==> src/rtl/assert_macros.svh <==
// Assertion macros included by the top level of the chroma offset block.
`ifndef ASSERT_MACROS_SVH
`define ASSERT_MACROS_SVH

`ifndef NO_ASSERTIONS

// Checks a property at every rising edge of clk_i outside reset.
`define CMYCO_ASSERT(lbl, prop, msg) \
  lbl: assert property (@(posedge clk_i) disable iff (!rst_ni) (prop)) else $error(msg);

// Checks that an expression is true at every rising edge of clk_i outside reset.
`define CMYCO_ASSERT_ALWAYS(lbl, expr, msg) \
  lbl: assert property (@(posedge clk_i) disable iff (!rst_ni) (expr)) else $error(msg);

`else

`define CMYCO_ASSERT(lbl, prop, msg)
`define CMYCO_ASSERT_ALWAYS(lbl, expr, msg)

`endif

`endif

==> src/rtl/cmyco_pkg.sv <==
// Package with the widths and constants of the CMY chroma offset block.
package cmyco_pkg;

  localparam int unsigned PixW = 8;
  localparam int unsigned OffW = 8;
  localparam int unsigned NumStages = 5;

  // Grey weights and bias.
  localparam int unsigned CoefC = 77;
  localparam int unsigned CoefM = 151;
  localparam int unsigned CoefY = 28;
  localparam int unsigned GreyBias = 65280;

  // Chroma scale factors: 16 * 28 and 16 * 11.
  localparam int signed ScaleCb = 448;
  localparam int signed ScaleCr = 176;

  // Rebuild factors for cyan and yellow.
  localparam int unsigned RebuildCr = 22;
  localparam int unsigned RebuildCb = 28;

  // Reciprocals: floor(114 v / 1000), floor(299 v / 1000) with an 18-bit shift,
  // and floor(1000 v / 587) with a 16-bit shift; exact for any byte v.
  localparam int unsigned RecipY = 29885;
  localparam int unsigned RecipC = 78382;
  localparam int unsigned RecipShift = 18;
  localparam int unsigned RecipQ = 111646;
  localparam int unsigned RecipQShift = 16;

  typedef logic [PixW-1:0] pix_t;
  typedef logic signed [OffW-1:0] off_t;

endpackage

==> src/rtl/cmy_chroma_offset_effect.sv <==
// Top level of the CMY chroma offset block: five-stage pixel pipeline.
//
// Use: pixels enter on the input channel (in_valid_i / in_ready_o) as three
// bytes cyan, magenta and yellow, and recoloured pixels leave on the output
// channel (out_valid_o / out_ready_i) in the same order, one result per item.
// The signed saturation offset is written over its own channel
// (cfg_valid_i / cfg_ready_o), which always accepts; it should only change
// while the pipeline is empty.
// A result is shown once its item has passed through the five pipeline
// registers; the throughput is one item per cycle while the output is not
// stalled.
// Each stage holds its item until the stage after it has room, so a stalled
// receiver backs the pipeline up stage by stage, and bubbles are closed up
// while the output waits, without losing or repeating an item.
// Reset empties the pipeline and sets the offset to zero.
module cmy_chroma_offset_effect (
  input  logic              clk_i,
  input  logic              rst_ni,
  input  logic              cfg_valid_i,
  output logic              cfg_ready_o,
  input  cmyco_pkg::off_t   saturation_offset_i,
  input  logic              in_valid_i,
  output logic              in_ready_o,
  input  cmyco_pkg::pix_t   cyan_in_i,
  input  cmyco_pkg::pix_t   magenta_in_i,
  input  cmyco_pkg::pix_t   yellow_in_i,
  output logic              out_valid_o,
  input  logic              out_ready_i,
  output cmyco_pkg::pix_t   cyan_out_o,
  output cmyco_pkg::pix_t   magenta_out_o,
  output cmyco_pkg::pix_t   yellow_out_o
);
  import cmyco_pkg::*;

  `include "assert_macros.svh"

  off_t off_q;

  logic [NumStages-1:0] vld_q, vld_d;
  logic [NumStages:0]   rdy;

  // Stage 1: grey level.
  pix_t grey1_q, grey1_d, c1_q, y1_q;
  // Stage 2: clamped chroma terms.
  pix_t grey2_q, cb2_q, cb2_d, cr2_q, cr2_d;
  // Stage 3: new cyan and yellow.
  pix_t grey3_q, cyo3_q, cyo3_d, yeo3_q, yeo3_d;
  // Stage 4: weighted cyan and yellow.
  pix_t grey4_q, cyo4_q, yeo4_q;
  logic [4:0] fy4_q, fy4_d;
  logic [6:0] fc4_q, fc4_d;
  // Stage 5: new magenta.
  pix_t cyo5_q, yeo5_q, mgo5_q, mgo5_d;

  logic [16:0] wsum;
  logic [16:0] gdiff;
  logic signed [9:0]  base_cb, base_cr;
  logic signed [18:0] cbx, crx;
  logic [12:0] cr_prod, cb_prod;
  logic [9:0]  cy_sum, ye_sum;
  logic [22:0] fy_prod;
  logic [24:0] fc_prod;
  logic signed [9:0] t5;
  logic [7:0]  mag5;
  logic [24:0] q_prod;
  logic [8:0]  qm5;
  logic [7:0]  q5;

  assign cfg_ready_o = 1'b1;

  always_ff @(posedge clk_i or negedge rst_ni) begin
    if (!rst_ni) begin
      off_q <= '0;
    end else if (cfg_valid_i) begin
      off_q <= saturation_offset_i;
    end
  end

  // Each stage takes a new item when it is empty or its successor moves on.
  always_comb begin
    rdy[NumStages] = out_ready_i;
    for (int k = NumStages - 1; k >= 0; k--) begin
      rdy[k] = !vld_q[k] || rdy[k+1];
    end
    if (rdy[0]) begin
      vld_d[0] = in_valid_i;
    end else begin
      vld_d[0] = vld_q[0];
    end
    for (int k = 1; k < NumStages; k++) begin
      if (rdy[k]) begin
        vld_d[k] = vld_q[k-1];
      end else begin
        vld_d[k] = vld_q[k];
      end
    end
  end

  assign in_ready_o = rdy[0];

  always_ff @(posedge clk_i or negedge rst_ni) begin
    if (!rst_ni) begin
      vld_q <= '0;
    end else begin
      vld_q <= vld_d;
    end
  end

  always_comb begin
    wsum = 17'(cyan_in_i) * 17'(CoefC) + 17'(magenta_in_i) * 17'(CoefM)
         + 17'(yellow_in_i) * 17'(CoefY);
    gdiff = 17'(GreyBias) - wsum;
    grey1_d = gdiff[15:8];
  end

  always_comb begin
    base_cb = 10'sd255 - $signed({2'b00, y1_q}) - $signed({2'b00, grey1_q});
    base_cr = 10'sd255 - $signed({2'b00, c1_q}) - $signed({2'b00, grey1_q});
    cbx = 19'(base_cb) * 19'(ScaleCb) + 19'(off_q);
    crx = 19'(base_cr) * 19'(ScaleCr) + 19'(off_q);
    if (cbx < 0) begin
      cb2_d = '0;
    end else if (cbx > 19'sd255) begin
      cb2_d = '1;
    end else begin
      cb2_d = cbx[7:0];
    end
    if (crx < 0) begin
      cr2_d = '0;
    end else if (crx > 19'sd255) begin
      cr2_d = '1;
    end else begin
      cr2_d = crx[7:0];
    end
  end

  always_comb begin
    cr_prod = 13'(cr2_q) * 13'(RebuildCr);
    cb_prod = 13'(cb2_q) * 13'(RebuildCb);
    cy_sum  = 10'(cr_prod[12:4]) + 10'(grey2_q);
    ye_sum  = 10'(cb_prod[12:4]) + 10'(grey2_q);
    cyo3_d  = ~cy_sum[7:0];
    yeo3_d  = ~ye_sum[7:0];
  end

  always_comb begin
    fy_prod = 23'(yeo3_q) * 23'(RecipY);
    fc_prod = 25'(cyo3_q) * 25'(RecipC);
    fy4_d   = 5'(fy_prod >> RecipShift);
    fc4_d   = 7'(fc_prod >> RecipShift);
  end

  always_comb begin
    t5 = $signed({2'b00, grey4_q}) - $signed({5'b00000, fy4_q})
       - $signed({3'b000, fc4_q});
    mag5 = t5[9] ? 8'(-t5) : t5[7:0];
    q_prod = 25'(mag5) * 25'(RecipQ);
    qm5 = 9'(q_prod >> RecipQShift);
    q5 = t5[9] ? (8'd0 - qm5[7:0]) : qm5[7:0];
    mgo5_d = ~q5;
  end

  always_ff @(posedge clk_i) begin
    if (rdy[0]) begin
      grey1_q <= grey1_d;
      c1_q    <= cyan_in_i;
      y1_q    <= yellow_in_i;
    end
    if (rdy[1]) begin
      grey2_q <= grey1_q;
      cb2_q   <= cb2_d;
      cr2_q   <= cr2_d;
    end
    if (rdy[2]) begin
      grey3_q <= grey2_q;
      cyo3_q  <= cyo3_d;
      yeo3_q  <= yeo3_d;
    end
    if (rdy[3]) begin
      grey4_q <= grey3_q;
      cyo4_q  <= cyo3_q;
      yeo4_q  <= yeo3_q;
      fy4_q   <= fy4_d;
      fc4_q   <= fc4_d;
    end
    if (rdy[4]) begin
      cyo5_q <= cyo4_q;
      yeo5_q <= yeo4_q;
      mgo5_q <= mgo5_d;
    end
  end

  assign out_valid_o   = vld_q[NumStages-1];
  assign cyan_out_o    = cyo5_q;
  assign magenta_out_o = mgo5_q;
  assign yellow_out_o  = yeo5_q;

  `CMYCO_ASSERT(a_full_blocks_input, (&vld_q) && !out_ready_i |-> !in_ready_o,
                "Input accepted while every stage is full and the output stalls.")
  `CMYCO_ASSERT(a_stage2_holds, vld_q[1] && !rdy[2] |=> vld_q[1] && $stable(cb2_q)
                && $stable(cr2_q), "Stalled chroma stage lost or changed its item.")
  `CMYCO_ASSERT(a_out_follows, !out_valid_o && !vld_q[NumStages-2] |=> !out_valid_o,
                "Result appeared without an item in the stage before it.")

endmodule
==> config.mk <==
export PLATFORM = sky130hd
export DESIGN_NAME = cmy_chroma_offset_effect
export DESIGN_NICKNAME = d
export VERILOG_FILES = /design/src/rtl/cmyco_pkg.sv /design/src/rtl/cmy_chroma_offset_effect.sv
export VERILOG_INCLUDE_DIRS = /design/src /design/src/rtl
export SDC_FILE = /design/constraint.sdc
export NUM_CORES = 1
export LEC_CHECK = 0
export ABC_AREA = 0
export BUFFER_PORTS_ARGS = -buffer_cell sky130_fd_sc_hd__buf_4
export CAP_MARGIN = 15
export CORE_MARGIN = 3
export CORE_UTILIZATION = 38
export DETAILED_ROUTE_END_ITERATION = 16
export HOLD_SLACK_MARGIN = 0.05
export PLACE_DENSITY = 0.62
export SLEW_MARGIN = 0
export SYNTH_ARGS = -nofsm -noshare
export SYNTH_HDL_FRONTEND = slang
export SYNTH_SLANG_ARGS = --single-unit
==> constraint.sdc <==
create_clock -name clk_i -period 9.6 [get_ports clk_i]
set_input_delay 0.96 -clock clk_i [delete_from_list [all_inputs] [get_ports clk_i]]
set_output_delay 0.96 -clock clk_i [all_outputs]
set_load 0.05 [all_outputs]
==> flow_metrics.py <==
metrics = {
    "run_status": {
        "outcome": "complete, no violations",
    },
    "routing": {
        "first_pass_iters": 5,
        "drt-initial-drc-count": 622,
        "wl_per_cell_um": 13.97,
        "vias_per_cell": 4.878,
        "ant_nets": 0,
        "drc": 0,
        "num_vias": 12980,
        "drt_wl_total_um": 37170,
    },
    "clock_network": {
        "cts_buffer_depth": 2,
        "clock-sinks": 145,
        "cts_made_buffers": 17,
        "cts_setup_buffers": 0,
        "cts_tree": "built",
        "htreeDepth": 4,
        "cts_root_buf": "clkbuf_16",
        "clock_latency_ns": 0.43,
        "cts_hold_buf": 0,
        "cts_resized": 0,
        "cts.clk_slew.worst_paths_ns": 0.06,
    },
    "placement": {
        "gp_congestion": 0.8648,
        "io_buffers": 62,
        "dp_hpwl_um": 31990,
    },
    "worst_setup_path": {
        "max_stage_delay_ns": 0.60,
        "worstPathArrival_ns": 8.39,
        "reg2reg_from": "grey4_q[0]$_DFFE_PP_",
        "startpoint_type": "register",
        "crit_required_ns": 9.78,
        "crit_type": "register to register",
        "crit_start": "grey4_q[0]$_DFFE_PP_",
        "cp_max_fo": 17,
        "r2r_cells": 34,
        "rr_endpoint": "magenta_out_o[6]$_DFFE_PP_",
        "crit_path_end_kind": "register",
        "rrSetupSlack_ns": 1.39,
        "crit_path_top_delay_cell": "xnor2_1",
    },
    "logic_synthesis": {
        "avgSynthCellArea_um2": 10.22,
        "async_flop_share_pct": 8.966,
        "ys.flop_type": "edfxtp_1",
        "synth_fp_nets": 2520,
        "syn-instance-count": 1898,
        "synth_seq_cells": 145,
        "synthTopCellsByArea": "ha_1 26%, edfxtp_1 20%, fa_1 18%",
        "yosysSeqAreaShare_pct": 22.12,
        "synth_top_cell_area_share_pct": 26.20,
        "syn_area_um2": 19390,
        "synth_top_area_cell": "ha_1",
        "synth_edf_count": 132,
        "synth_common_cells": "450 x inv_1, 406 x ha_1, 179 x fa_1, 132 x edfxtp_1, 91 x a21oi_1",
        "yosysMostFrequentCell": "inv_1",
        "yosys.cell_types.count": 89,
        "ys_warn_count": 0,
    },
    "timing": {
        "slew_headroom_pct": 39.66,
        "hold_violations": 0,
        "worst_pin_slew_ns": 0.9041,
        "setup_viol": 0,
        "period_needed_ns": 8.213,
        "skew_ns": 0.009579,
        "setup_tns_ns": 0,
        "fin_crit_sh_pct": 85.55,
        "hold_slack_ns": 0.3641,
        "final_max_slew_viol_count": 0,
        "rsz0062_at_grt": "no",
        "max_clock_freq_mhz": 121.8,
    },
    "grt": {
        "track_usage_pct": 14.46,
        "grt_pass1_wl_um": 63690,
        "grt_max_degree": 37,
        "antenna_found_initial": 1,
        "grt_pass1_vias": 13610,
        "grt_overflow_total": 0,
    },
    "final_layout": {
        "area_growth_pct": 9.776,
        "nets": 2597,
        "utilization_pct": 42.34,
        "n_fill_cell": 4835,
        "drive_above_1_share_pct": 6.690,
        "antennaDiodeCount": 0,
    },
    "run": {
        "maxCapViolCount": 0,
    },
    "die": {
        "die_h_um": 231.9,
        "pin_count": 64,
        "core-area_um2": 50270,
        "std_cell_rows": 82,
        "die_width_um": 231.9,
        "die_area_um2": 53780,
        "start_util_pct": 38.57,
    },
    "hold_path": {
        "hold_path_class": "input port to asynchronous set/reset pin",
    },
}
-- metal layers --
layer  up-vias  global-route usage, %  wire (µm)  share of wire [%]
met4         2                  2.885        538                1.4
met3        44                  2.625       1257                3.4
met2       167                  26.56      18790                 51
met5         -                      0         13              0.035
li1       6516                      -          -                  -
met1      6246                  17.67      16560                 45
-- kinds of logic after synthesis --
family                   synth area share (%)
flip-flops                              22.12
multiplexers                           0.6130
other                                 0.01934
AO/OA/AOI/OAI                           11.30
AND/OR/NAND/NOR                         6.762
XOR/XNOR                                5.556
adder cells (fa/ha/maj)                 44.68
buffers and inverters                   8.956
-- how the worst max path moves through the flow --
stage,end,depth (start not counted)
floorplan,magenta_out_o[6]$_DFFE_PP_,35
global placement,magenta_out_o[6]$_DFFE_PP_,34
detailed placement,magenta_out_o[6]$_DFFE_PP_,34
CTS,magenta_out_o[6]$_DFFE_PP_,34
global route,magenta_out_o[6]$_DFFE_PP_,34
finish,magenta_out_o[6]$_DFFE_PP_,34
-- cell usage in the layout, fill, tap and decap left out, types with 6 or more instances in the layout --
cell type / n
xor2_1: 36
a21o_1: 34
ha_1: 406
inv_1: 450
or3_1: 6
a22oi_1: 9
buf_4: 67
o21ai_0: 54
edfxtp_1: 132
nand2_1: 48
fa_1: 179
dfrtp_1: 13
clkbuf_16: 17
mux2_2: 6
o21bai_1: 19
a211oi_1: 13
xnor2_1: 87
a21oi_1: 91
nand2b_1: 20
nand3_1: 14
o31ai_1: 6
nor3_1: 27
nand4_1: 9
nor2_1: 64
o21a_1: 9
a211o_1: 6
o211ai_1: 7
nor2b_1: 23
-- cell type report --
| class | instances | area (µm²) | area share (%) |
|---|---|---|---|
| Multi-Input combinational cell | 1292 | 13370 | 62.79 |
| Sequential cell | 145 | 4289 | 20.15 |
| Inverter | 451 | 1693 | 7.953 |
| Tap cell | 672 | 840.8 | 3.950 |
| Timing Repair Buffer | 68 | 518.0 | 2.433 |
| Clock buffer | 20 | 446.7 | 2.098 |
| Clock inverter | 12 | 133.9 | 0.6289 |
-- critical path, delay by kind of cell, from the launching register on --
family / cells / cell delay (ns)
xor gates and xnor gates: 4 / 1.01
and+or+nand+nor: 6 / 0.81
buffers and inverters: 6 / 0.61
adders and majority gates: 9 / 3.00
DFF: 1 / 0.35
AOI/OAI and AO/OA: 9 / 2.15
-- through the flow --
step / worst slack, ns / instances / cell area [µm²]
after floorplan: 1.966 / 1898 / 19390
after global placement: 1.663 / 2627 / 20690
after detailed placement: 1.440 / 2627 / 20690
after CTS: 1.390 / 2659 / 21270
after global routing: 0.8032 / 2660 / 21290
final: 1.387 / 2660 / 21290
Power is not shown: default switching activity piles up to over one toggle a cycle in this logic, so the estimate is an artifact.
